<file path="config.mk">
export PLATFORM = sky130hd
export DESIGN_NAME = c_comment_stripper
export DESIGN_NICKNAME = d
export VERILOG_FILES = /design/src/hdl/ccs_pkg.sv /design/src/hdl/ccs_front.sv /design/src/hdl/ccs_queue.sv /design/src/hdl/ccs_back.sv /design/src/hdl/c_comment_stripper.sv
export VERILOG_INCLUDE_DIRS = /design/src /design/src/hdl
export SDC_FILE = /design/constraint.sdc
export NUM_CORES = 1
export LEC_CHECK = 0
export ABC_AREA = 1
export BUFFER_PORTS_ARGS = -buffer_cell sky130_fd_sc_hd__buf_2
export CAP_MARGIN = 10
export CELL_PAD_IN_SITES_DETAIL_PLACEMENT = 1
export CELL_PAD_IN_SITES_GLOBAL_PLACEMENT = 1
export CORE_MARGIN = 2
export CORE_UTILIZATION = 30
export CTS_BUF_LIST = sky130_fd_sc_hd__clkbuf_4 sky130_fd_sc_hd__clkbuf_8 sky130_fd_sc_hd__clkbuf_16
export CTS_CLUSTER_DIAMETER = 60
export DETAILED_ROUTE_END_ITERATION = 10
export GPL_TIMING_DRIVEN = 0
export PLACE_DENSITY_LB_ADDON = 0.15
export SETUP_SLACK_MARGIN = 0.4
export SLEW_MARGIN = 20
export SYNTH_ARGS = -nofsm -noshare
export SYNTH_HDL_FRONTEND = slang
export SYNTH_HIERARCHICAL = 1
export SYNTH_SLANG_ARGS = --single-unit
</file>
<file path="constraint.sdc">
create_clock -name i_clk -period 7.65 [get_ports i_clk]
set_clock_uncertainty 0.15 [all_clocks]
set_input_delay 1.1475 -clock i_clk [delete_from_list [all_inputs] [get_ports i_clk]]
set_output_delay 1.1475 -clock i_clk [all_outputs]
set_load 0.01 [all_outputs]
</file>
<file path="src/hdl/assert_macros.svh">
// Assertion macros shared by the comment stripper modules.
// Each macro expects a clock named i_clk and an active-low reset named i_rst_n in scope.
`ifndef ASSERT_MACROS_SVH
`define ASSERT_MACROS_SVH

// Checks that a condition holds at every clock edge outside reset.
`define ASSERT_ALWAYS(name, cond, msg) \
    name: assert property (@(posedge i_clk) disable iff (!i_rst_n) (cond)) \
        else $error(msg);

// Checks that a consequent holds in the same cycle as its antecedent.
`define ASSERT_IMPLIES(name, ante, cons, msg) \
    name: assert property (@(posedge i_clk) disable iff (!i_rst_n) (ante) |-> (cons)) \
        else $error(msg);

// Checks that a consequent holds in the cycle after its antecedent.
`define ASSERT_NEXT(name, ante, cons, msg) \
    name: assert property (@(posedge i_clk) disable iff (!i_rst_n) (ante) |=> (cons)) \
        else $error(msg);

`endif

</file>
<file path="src/hdl/ccs_pkg.sv">
// Package for the C comment stripper: lexer modes, character codes and the queue entry type.
// Used by every module of the block; depends on nothing.
package ccs_pkg;

    typedef enum logic [2:0] {
        MODE_CODE  = 3'd0,
        MODE_LINE  = 3'd1,
        MODE_BLOCK = 3'd2,
        MODE_STR   = 3'd3,
        MODE_CHR   = 3'd4
    } t_lex_mode;

    localparam logic [7:0] CH_STAR   = 8'h2A;
    localparam logic [7:0] CH_SLASH  = 8'h2F;
    localparam logic [7:0] CH_SQUOTE = 8'h27;
    localparam logic [7:0] CH_DQUOTE = 8'h22;
    localparam logic [7:0] CH_NL     = 8'h0A;
    localparam logic [7:0] CH_BSLASH = 8'h5C;

    localparam int QDEPTH = 4;
    localparam int QPTR_W = $clog2(QDEPTH);
    localparam int QCNT_W = $clog2(QDEPTH + 1);

    typedef struct packed {
        logic       pair;
        logic [7:0] first;
        logic [7:0] second;
    } t_entry;

endpackage

</file>
<file path="src/hdl/ccs_front.sv">
// Front end of the comment stripper: lexer state machine that classifies each input item.
// Produces a queue entry of one or two kept bytes; depends on ccs_pkg and assert_macros.svh.
`include "assert_macros.svh"

module ccs_front
    import ccs_pkg::*;
(
    input  logic       i_clk,
    input  logic       i_rst_n,
    input  logic       i_valid,
    input  logic       i_full,
    input  logic [7:0] i_byte,
    input  logic       i_last,
    output logic       o_ready,
    output logic       o_push,
    output t_entry     o_entry
);

    t_lex_mode r_mode, n_mode;
    logic      r_esc, n_esc;
    logic      r_held, n_held;
    logic      r_star, n_star;
    logic [1:0] w_cnt;
    logic      w_accept;

    assign o_ready  = !i_full;
    assign w_accept = i_valid && o_ready;

    always_ff @(posedge i_clk) begin
        if (!i_rst_n) begin
            r_mode <= MODE_CODE;
            r_esc  <= 1'b0;
            r_held <= 1'b0;
            r_star <= 1'b0;
        end else if (w_accept) begin
            r_mode <= n_mode;
            r_esc  <= n_esc;
            r_held <= n_held;
            r_star <= n_star;
        end
    end

    always_comb begin
        n_mode         = r_mode;
        n_esc          = r_esc;
        n_held         = r_held;
        n_star         = r_star;
        w_cnt          = 2'd0;
        o_entry.first  = i_byte;
        o_entry.second = i_byte;
        case (r_mode)
            MODE_LINE: begin
                if (i_byte == CH_NL) begin
                    n_mode = MODE_CODE;
                    w_cnt  = 2'd1;
                end
            end
            MODE_BLOCK: begin
                if (r_star && i_byte == CH_SLASH) begin
                    n_mode = MODE_CODE;
                    n_star = 1'b0;
                end else begin
                    n_star = (i_byte == CH_STAR);
                end
            end
            MODE_STR, MODE_CHR: begin
                w_cnt = 2'd1;
                if (r_esc) begin
                    n_esc = 1'b0;
                end else if ((r_mode == MODE_STR && i_byte == CH_DQUOTE) ||
                             (r_mode == MODE_CHR && i_byte == CH_SQUOTE)) begin
                    n_mode = MODE_CODE;
                end else if (i_byte == CH_BSLASH) begin
                    n_esc = 1'b1;
                end
            end
            default: begin
                n_mode = MODE_CODE;
                if (r_held && i_byte == CH_SLASH) begin
                    n_held = 1'b0;
                    n_mode = MODE_LINE;
                end else if (r_held && i_byte == CH_STAR) begin
                    n_held = 1'b0;
                    n_mode = MODE_BLOCK;
                    n_star = 1'b0;
                end else if (!r_held && i_byte == CH_SLASH) begin
                    n_held = 1'b1;
                end else begin
                    n_held = 1'b0;
                    if (r_held) begin
                        w_cnt         = 2'd2;
                        o_entry.first = CH_SLASH;
                    end else begin
                        w_cnt = 2'd1;
                    end
                    if (i_byte == CH_SQUOTE) begin
                        n_mode = MODE_CHR;
                        n_esc  = 1'b0;
                    end else if (i_byte == CH_DQUOTE) begin
                        n_mode = MODE_STR;
                        n_esc  = 1'b0;
                    end
                end
            end
        endcase
        if (i_last) begin
            if (n_held && w_cnt == 2'd0) begin
                w_cnt         = 2'd1;
                o_entry.first = CH_SLASH;
            end
            n_mode = MODE_CODE;
            n_esc  = 1'b0;
            n_held = 1'b0;
            n_star = 1'b0;
        end
        o_entry.pair = (w_cnt == 2'd2);
    end

    assign o_push = w_accept && (w_cnt != 2'd0);

    `ASSERT_IMPLIES(a_held_only_in_code, r_held, r_mode == MODE_CODE, "Slash held outside code.")
    `ASSERT_IMPLIES(a_pair_needs_held, o_push && o_entry.pair,
        r_held && o_entry.first == CH_SLASH, "Two bytes emitted without a held slash.")

endmodule

</file>
<file path="src/hdl/ccs_queue.sv">
// Short queue between the lexer front end and the output back end of the comment stripper.
// Holds entries of one or two kept bytes; depends on ccs_pkg and assert_macros.svh.
`include "assert_macros.svh"

module ccs_queue
    import ccs_pkg::*;
(
    input  logic   i_clk,
    input  logic   i_rst_n,
    input  logic   i_push,
    input  t_entry i_entry,
    input  logic   i_pop,
    output logic   o_full,
    output logic   o_empty,
    output t_entry o_head
);

    t_entry              r_mem [QDEPTH];
    logic [QPTR_W-1:0]   r_wr_ptr;
    logic [QPTR_W-1:0]   r_rd_ptr;
    logic [QCNT_W-1:0]   r_count;

    assign o_full  = (r_count == QCNT_W'(QDEPTH));
    assign o_empty = (r_count == '0);
    assign o_head  = r_mem[r_rd_ptr];

    always_ff @(posedge i_clk) begin
        if (i_push) begin
            r_mem[r_wr_ptr] <= i_entry;
        end
    end

    always_ff @(posedge i_clk) begin
        if (!i_rst_n) begin
            r_wr_ptr <= '0;
            r_rd_ptr <= '0;
            r_count  <= '0;
        end else begin
            if (i_push) begin
                r_wr_ptr <= r_wr_ptr + 1'b1;
            end
            if (i_pop) begin
                r_rd_ptr <= r_rd_ptr + 1'b1;
            end
            if (i_push && !i_pop) begin
                r_count <= r_count + 1'b1;
            end else if (i_pop && !i_push) begin
                r_count <= r_count - 1'b1;
            end
        end
    end

    `ASSERT_IMPLIES(a_no_push_full, i_push, !o_full, "Push into a full queue.")
    `ASSERT_IMPLIES(a_no_pop_empty, i_pop, !o_empty, "Pop from an empty queue.")

endmodule

</file>
<file path="src/hdl/ccs_back.sv">
// Back end of the comment stripper: splits queue entries into single output bytes.
// Drives the registered output stream; depends on ccs_pkg and assert_macros.svh.
`include "assert_macros.svh"

module ccs_back
    import ccs_pkg::*;
(
    input  logic       i_clk,
    input  logic       i_rst_n,
    input  logic       i_empty,
    input  t_entry     i_head,
    input  logic       i_ready,
    output logic       o_pop,
    output logic       o_valid,
    output logic [7:0] o_data,
    output logic       o_last
);

    logic       r_second;
    logic       r_valid;
    logic [7:0] r_data;
    logic       r_last;
    logic       w_load;
    logic       w_take;
    logic       w_end;

    assign w_load = !r_valid || i_ready;
    assign w_take = w_load && !i_empty;
    assign w_end  = r_second || !i_head.pair;
    assign o_pop  = w_take && w_end;

    always_ff @(posedge i_clk) begin
        if (!i_rst_n) begin
            r_valid  <= 1'b0;
            r_second <= 1'b0;
        end else if (w_load) begin
            r_valid <= !i_empty;
            if (!i_empty) begin
                r_second <= !w_end;
            end
        end
    end

    always_ff @(posedge i_clk) begin
        if (w_take) begin
            r_data <= r_second ? i_head.second : i_head.first;
            r_last <= w_end;
        end
    end

    assign o_valid = r_valid;
    assign o_data  = r_data;
    assign o_last  = r_last;

    `ASSERT_IMPLIES(a_second_needs_pair, r_second, !i_empty && i_head.pair,
        "Second byte pending without a two-byte entry.")
    `ASSERT_NEXT(a_second_then_last, w_take && r_second, r_valid && r_last,
        "Second byte of an entry not marked last.")

endmodule

</file>
<file path="src/hdl/c_comment_stripper.sv">
// Top level of the C comment stripper: front lexer, entry queue and output back end.
// Depends on ccs_pkg, ccs_front, ccs_queue and ccs_back.

// The block takes C source one byte per item and returns the text with line and block
// comments removed, passing string and character literals through with their escapes.
// It accepts one byte every cycle while its four-entry queue has room; the lexer state is
// updated in the same cycle. Each input byte yields zero, one or two output bytes, and
// the output register sends one byte per cycle while the receiver is ready, so a byte
// that releases a held slash adds an output byte that the queue absorbs. tlast on the
// output marks the last byte caused by one input byte.
module c_comment_stripper
    import ccs_pkg::*;
(
    input  logic       i_clk,
    input  logic       i_rst_n,
    input  logic       i_s_axis_tvalid,
    output logic       o_s_axis_tready,
    input  logic [7:0] i_s_axis_tdata,   // [7:0] in_byte
    input  logic       i_s_axis_tlast,
    output logic       o_m_axis_tvalid,
    input  logic       i_m_axis_tready,
    output logic [7:0] o_m_axis_tdata,   // [7:0] out_byte
    output logic       o_m_axis_tlast
);

    logic   w_push;
    logic   w_pop;
    logic   w_full;
    logic   w_empty;
    t_entry w_entry;
    t_entry w_head;

    ccs_front u_front (
        .i_clk   (i_clk),
        .i_rst_n (i_rst_n),
        .i_valid (i_s_axis_tvalid),
        .i_full  (w_full),
        .i_byte  (i_s_axis_tdata),
        .i_last  (i_s_axis_tlast),
        .o_ready (o_s_axis_tready),
        .o_push  (w_push),
        .o_entry (w_entry)
    );

    ccs_queue u_queue (
        .i_clk   (i_clk),
        .i_rst_n (i_rst_n),
        .i_push  (w_push),
        .i_entry (w_entry),
        .i_pop   (w_pop),
        .o_full  (w_full),
        .o_empty (w_empty),
        .o_head  (w_head)
    );

    ccs_back u_back (
        .i_clk   (i_clk),
        .i_rst_n (i_rst_n),
        .i_empty (w_empty),
        .i_head  (w_head),
        .i_ready (i_m_axis_tready),
        .o_pop   (w_pop),
        .o_valid (o_m_axis_tvalid),
        .o_data  (o_m_axis_tdata),
        .o_last  (o_m_axis_tlast)
    );

endmodule

</file>
==> results of run 1 <==
stage by stage:
stage | worst slack, ns | cells | power [mW] | area (µm²)
6_report | 4.24 | 633 | 1.83 | 4970
3_3_place_gp | 3.87 | 617 | 1.37 | 4670
3_5_place_dp | 3.85 | 617 | 1.39 | 4670
2_1_floorplan | 4.45 | 414 | 1.18 | 4330
5_1_grt | 3.96 | 633 | 1.95 | 4970
4_1_cts | 4.21 | 633 | 1.86 | 4970
path summary, 6_finish.rpt:
path                             from                   to  slack, ns  cells after the start
setup / recovery    i_s_axis_tdata[0]   u_queue/r_count[1]       4.24                     14
hold / removal    u_queue/r_rd_ptr[1]            flip-flop       0.29                      1
setup reg to reg    u_front/r_mode[0]  u_queue/r_mem[3][4]       4.76                     10
hold reg to reg   u_queue/r_rd_ptr[1]            flip-flop       0.29                      1
worst max-delay path, stage by stage:
cell     delay (ns)
buf_2          0.14
inv_1          0.08
nand2_1        0.07
nor2_1         0.23
nand2_1        0.18
nand4_4        0.22
nand2_2        0.09
o21ai_1        0.22
inv_1          0.15
ha_1           0.25
inv_1          0.09
fa_1           0.40
o21ai_0        0.18
nor2_1         0.05
power groups by stage:
stage          Sequential [mW]  Combinational, mW  Clock, mW
6_report                 0.738              0.626      0.466
5_1_grt                  0.748              0.708      0.494
4_1_cts                  0.739              0.641      0.480
3_5_place_dp             0.750              0.639          0
3_3_place_gp             0.747              0.627          0
2_1_floorplan            0.754              0.428          0
layout make-up:
| class | count | share of cell area, % |
|---|---|---|
| clock buffers | 13 | 5.26 |
| clock inverters | 3 | 0.855 |
| multi-input cells | 259 | 27.1 |
| repair buffers | 23 | 2.31 |
| well taps | 180 | 4.53 |
| flip-flops and latches | 94 | 53.3 |
| inverters | 43 | 3.45 |
| plain buffers | 18 | 3.19 |
routing by layer:
layer / track usage, % / up-vias
met2: 26.0 / 34
met5: 0 / -
met3: 3.07 / 14
met1: 19.3 / 1452
li1: - / 1472
met4: 6.39 / 0
state kept, by name, indices dropped and copies added (netlist names), named ones only:
signal and cells:
u_back/o_last 1, u_back/o_data 8, u_queue/r_wr_ptr 2, u_queue/r_rd_ptr 2
u_queue/r_mem 68, u_queue/r_count 3, u_front/r_esc 1, u_back/r_second 1
u_front/r_held 1, u_front/r_star 1, u_back/o_valid 1, u_front/r_mode 3
cell usage in the layout (no fill, tap or decap), types with 2 or more instances in the layout:
cell type / Yosys / final
inv_2: 4 / 4
nor3_1: 3 / 3
o21ai_2: 13 / 13
inv_4: 1 / 3
nand3_2: 5 / 5
dfxtp_1: 17 / 17
nand4_1: 2 / 2
clkbuf_16: 0 / 9
inv_1: 36 / 36
buf_2: 1 / 24
o21ai_1: 14 / 14
o21ai_0: 19 / 19
nor4_1: 2 / 2
nand3_1: 13 / 13
buf_4: 10 / 10
buf_6: 7 / 7
nor2_1: 62 / 62
ha_1: 5 / 5
o22ai_1: 17 / 17
clkbuf_4: 0 / 3
nand2_2: 7 / 7
nand2_1: 75 / 75
a21oi_1: 10 / 10
edfxtp_1: 77 / 77
nor2_2: 2 / 2
logic make-up after synthesis:
kind of cell	count (synthesis)	synth area share, %
AO/OA/AOI/OAI	76	10.6
adder cells (fa/ha/maj)	6	1.91
buffers and inverters	61	7.63
flip-flops	94	61.3
AND/OR/NAND/NOR	177	18.6
==> impl_metrics.json, run 1 <==
{
  "status": "completed",
  "drt_iter0_drc": 174,
  "path_max_fanout": 10,
  "synth.area.top_cells": "edfxtp_1 (53%), dfxtp_1 (7.9%), nand2_1 (6.5%), nor2_1 (5.4%), inv_1 (3.1%)",
  "met1_length_um": 5100,
  "synthesis.instances": 414,
  "seqCellArea_mm2": 0.00265,
  "ant_nets": 0,
  "pwr-share-clk_pct": 25.5,
  "synth_top_area_share_pct": 53.4,
  "hold_slack_ns": 0.290,
  "grt_pass1_vias": 3052,
  "place.detailed.hpwl_um": 7300,
  "start_util_pct": 31.0,
  "ys_async_sr_fraction_pct": 0,
  "cts_made_buffers": 9,
  "sequentialPowerShare_pct": 40.3,
  "post-route-period-util_pct": 44.5,
  "drc": 0,
  "n_fill_cell": 1604,
  "setup_violations": 0,
  "root_buffer": "clkbuf_16",
  "die_area_mm2": 0.0154,
  "met3WireLength_um": 256,
  "fp.dieH_um": 124,
  "ys_ff_latch": 94,
  "ir_drop_mv": 0.109,
  "tightest_slew_ns": 0.935,
  "yosysWarnings": 6,
  "timing.final.hold_violations": 0,
  "drive_above_1_share_pct": 21.2,
  "finalNetCount": 467,
  "cts_tree": "yes",
  "cp-end-kind": "flip-flop",
  "synth_edf_count": 77,
  "pwr_density_cell_mw_per_mm2": 368,
  "clock_path_buffers": 2,
  "p_sw_share_pct": 35.8,
  "clock.fmax_ghz": 0.293,
  "rsz0062_at_grt": "no",
  "path_clk_slew_ns": 0.06,
  "avgSynthCellArea_um2": 10.5,
  "grt_overflow": 0,
  "fp.dieW_um": 124,
  "synth_most_common_cell": "edfxtp_1",
  "grt_max_degree": 18,
  "drv_cap": 0,
  "first_pass_iters": 4,
  "cts_resized": 0,
  "fin_util_pct": 35.6,
  "grt_usage_pct": 15.4,
  "tns_ns": 0,
  "period_needed_ns": 3.41,
  "synth_common_cells": "edfxtp_1 (77), nand2_1 (75), nor2_1 (62)",
  "pin_count": 24,
  "synthFlopType": "edfxtp_1",
  "syn_nets": 433,
  "cp-start-kind": "primary input",
  "hold_buffers": 0,
  "wl_um": 10900,
  "p_int_mw": 1.17,
  "wl_per_cell_um": 17.2,
  "area_growth_pct": 14.9,
  "io_buffer_count": 23,
  "place.gp.congestion": 0.781,
  "cp_data_required_time_ns": 7.74,
  "p_sw_uw": 655,
  "clock_sinks": 94,
  "antenna_found_initial": 0,
  "postCtsSetupRepairBufs": 0,
  "synth_area_mm2": 0.00433,
  "synth_area_leader_cell": "edfxtp_1",
  "ys_seq_area_share_pct": 61.3,
  "maxSlewHeadroom_pct": 37.6,
  "leakagePower_nw": 1.97,
  "viasPerCell": 4.70,
  "wl_met2_um": 5310,
  "top_layer": "met4",
  "crit_arrival_ns": 3.50,
  "grt_pass1_wl_um": 17000,
  "pwr-share-comb_pct": 34.2,
  "cts_max_level": 3,
  "n_antenna_cell": 0,
  "core_region_area_mm2": 0.0140,
  "rows": 43,
  "clk_latency_ns": 0.34,
  "crit_type": "in -> reg",
  "slew_viol_final": 0,
  "dr_total_vias": 2972,
  "multi_input_comb_area_mm2": 0.00135,
  "hold_path_class": "reg -> reg",
  "synth_cell_types": 35
}
Power figures use the tool's default switching activity.
==> inputs of run 2 (changes only) <==
==> constraint.sdc (replaced) <==
create_clock -name i_clk -period 3.27 [get_ports i_clk]
set_clock_uncertainty 0.15 [all_clocks]
set_input_delay 0.4905 -clock i_clk [delete_from_list [all_inputs] [get_ports i_clk]]
set_output_delay 0.4905 -clock i_clk [all_outputs]
set_load 0.01 [all_outputs]
==> run 2 against run 1 <==
Flip-flop and latch count is the same. Via count increased by 0.44%. Critical endpoint is now u_queue/r_count[2]. Wire length is 0.65% higher. Critical path type is now reg -> reg.
==> impl_metrics.json, run 2 (synthesis results as in run 1) <==
{
  "layout_common_cells": "edfxtp_1 (77), nand2_1 (75), nor2_1 (62)",
  "path_cells": "inv_2 > nand2_2 > o21ai_2 > nor2_8 > o21ai_2 > o21ai_2 > nor2_2 > o21ai_2 > inv_2 > ha_1 > inv_1 > fa_1 > inv_1 > nand2_1 > nand3_1 > nand2_1 > inv_1 > nor2_1",
  "worstHoldStart": "u_queue/r_rd_ptr[1]",
  "core_region_area_mm2": 0.0140,
  "startpoint": "u_front/r_mode[0]",
  "start_util_pct": 31.0,
  "largest_register_ffs": 68,
  "grt_pass1_vias": 3064,
  "first_pass_iters": 4,
  "p_sw_mw": 1.54,
  "clock.fmax_ghz": 0.382,
  "pwr-share-comb_pct": 34.5,
  "fp.dieH_um": 124,
  "leakagePower_nw": 1.95,
  "place.detailed.hpwl_um": 7300,
  "dp_slack_ns": 0.130,
  "rsz0062_at_grt": "no",
  "crit_type": "reg -> reg",
  "setup_slack_ns": 0.655,
  "area_growth_pct": 15.5,
  "fin_area_mm2": 0.00500,
  "cp-start-kind": "flip-flop",
  "die_area_mm2": 0.0154,
  "fp.dieW_um": 124,
  "critical_path_buf_inv_count": 5,
  "tns_ns": 0,
  "cts_tree": "yes",
  "timing.final.hold_violations": 0,
  "grt_overflow": 0,
  "tightest_slew_ns": 0.851,
  "pwr-share-clk_pct": 25.4,
  "pin_count": 24,
  "dp_cells": 617,
  "cp-end-kind": "flip-flop",
  "drt_iter0_drc": 185,
  "largest_register": "u_queue/r_mem",
  "clock_path_buffers": 2,
  "place.gp.congestion": 0.781,
  "cts_made_buffers": 9,
  "wl_um": 10900,
  "post-route-period-util_pct": 80.0,
  "cts_max_level": 3,
  "sequentialPowerShare_pct": 40.2,
  "viasPerCell": 4.71,
  "io_buffer_count": 23,
  "path_max_fanout": 6,
  "period_needed_ns": 2.61,
  "grt_max_degree": 18,
  "timing.rr.start": "u_front/r_mode[0]",
  "p_int_mw": 2.76,
  "layout_commonest_cell": "edfxtp_1",
  "drc": 0,
  "crit_family": "adder cells",
  "ant_nets": 0,
  "clk_latency_ns": 0.34,
  "cp_data_required_time_ns": 3.37,
  "antenna_found_initial": 0,
  "p_sw_share_pct": 35.9,
  "n_antenna_cell": 0,
  "post_dp_cell_area_mm2": 0.00467,
  "wl_per_cell_um": 17.3,
  "drive_above_1_share_pct": 22.9,
  "root_buffer": "clkbuf_16",
  "crit_arrival_ns": 2.71,
  "dr_total_vias": 2985,
  "path_clk_slew_ns": 0.06,
  "setup_violations": 0,
  "clock_sinks": 94,
  "crit_top_cell": "o21ai_2",
  "pwr_density_cell_mw_per_mm2": 859,
  "stdcell_count": 634,
  "slew_viol_final": 0,
  "slowest_stage": "fa_1",
  "hold_buffers": 0,
  "grt_usage_pct": 15.5,
  "rows": 43,
  "drv_cap": 0,
  "ir_drop_mv": 0.254,
  "critPathMaxStageDelay_ns": 0.38,
  "hold_path_class": "reg -> reg",
  "maxSlewHeadroom_pct": 43.2,
  "status": "completed",
  "grt_pass1_wl_um": 17100,
  "finalNetCount": 468
}
==> run 2: cell count changes in the layout (fill, tap and decap cells not counted) <==
cell        before  now
o21ai_0         19   18
inv_2            4    5
dfxtp_2          0    2
clkinvlp_4       0    3
buf_4           10   11
inv_1           36   32
dfxtp_1         17   15
o21ai_2         13   14
==> run 2: repair_timing <==
action	4_1_cts	5_1_grt
endpoints found under the setup margin	69	70
pin swaps	0	0
buffers inserted	1	0
gates resized for setup	3	5
==> run 2: power by group through the flow <==
stage	logic [mW]	clock network [mW]	registers, mW
2_1_floorplan	1.00	0	1.76
3_3_place_gp	1.47	0	1.75
3_5_place_dp	1.49	0	1.76
4_1_cts	1.51	1.12	1.73
5_1_grt	1.68	1.16	1.75
6_report	1.48	1.09	1.73
==> run 2: path summary, 6_finish.rpt <==
kind / cells after the start / to / slack (ns)
max: 18 / u_queue/r_count[2] / 0.66
min: 1 / flip-flop / 0.29
max reg2reg: 18 / u_queue/r_count[2] / 0.66
min reg2reg: 1 / flip-flop / 0.29
==> run 2: metrics by stage <==
| stage | hold slack, ns | utilization (%) | total power, mW |
|---|---|---|---|
| 2_1_floorplan | 0.262 | - | 2.77 |
| 3_3_place_gp | 0.276 | 33.4 | 3.21 |
| 3_5_place_dp | 0.285 | 33.4 | 3.25 |
| 4_1_cts | 0.294 | 35.7 | 4.36 |
| 5_1_grt | 0.319 | 35.7 | 4.58 |
| 6_report | 0.290 | 35.7 | 4.30 |
==> run 2: metal layers <==
metal  track usage (%)  up-vias  share of wire, %
met5                 0        -                 0
met4              6.39        0               1.9
met3              3.07       14               2.9
met2              26.2       38                49
met1              19.3     1458                46
li1                  -     1475                 -
==> run 2: layout make-up <==
| type | count | area [µm²] |
|---|---|---|
| fillers | 1605 | 8990 |
| plain buffers | 18 | 159 |
| clock buffers | 13 | 262 |
| multi-input cells | 259 | 1350 |
| repair buffers | 24 | 123 |
| clock inverters | 3 | 42.5 |
| inverters | 43 | 183 |
| well taps | 180 | 225 |
| flip-flops and latches | 94 | 2660 |
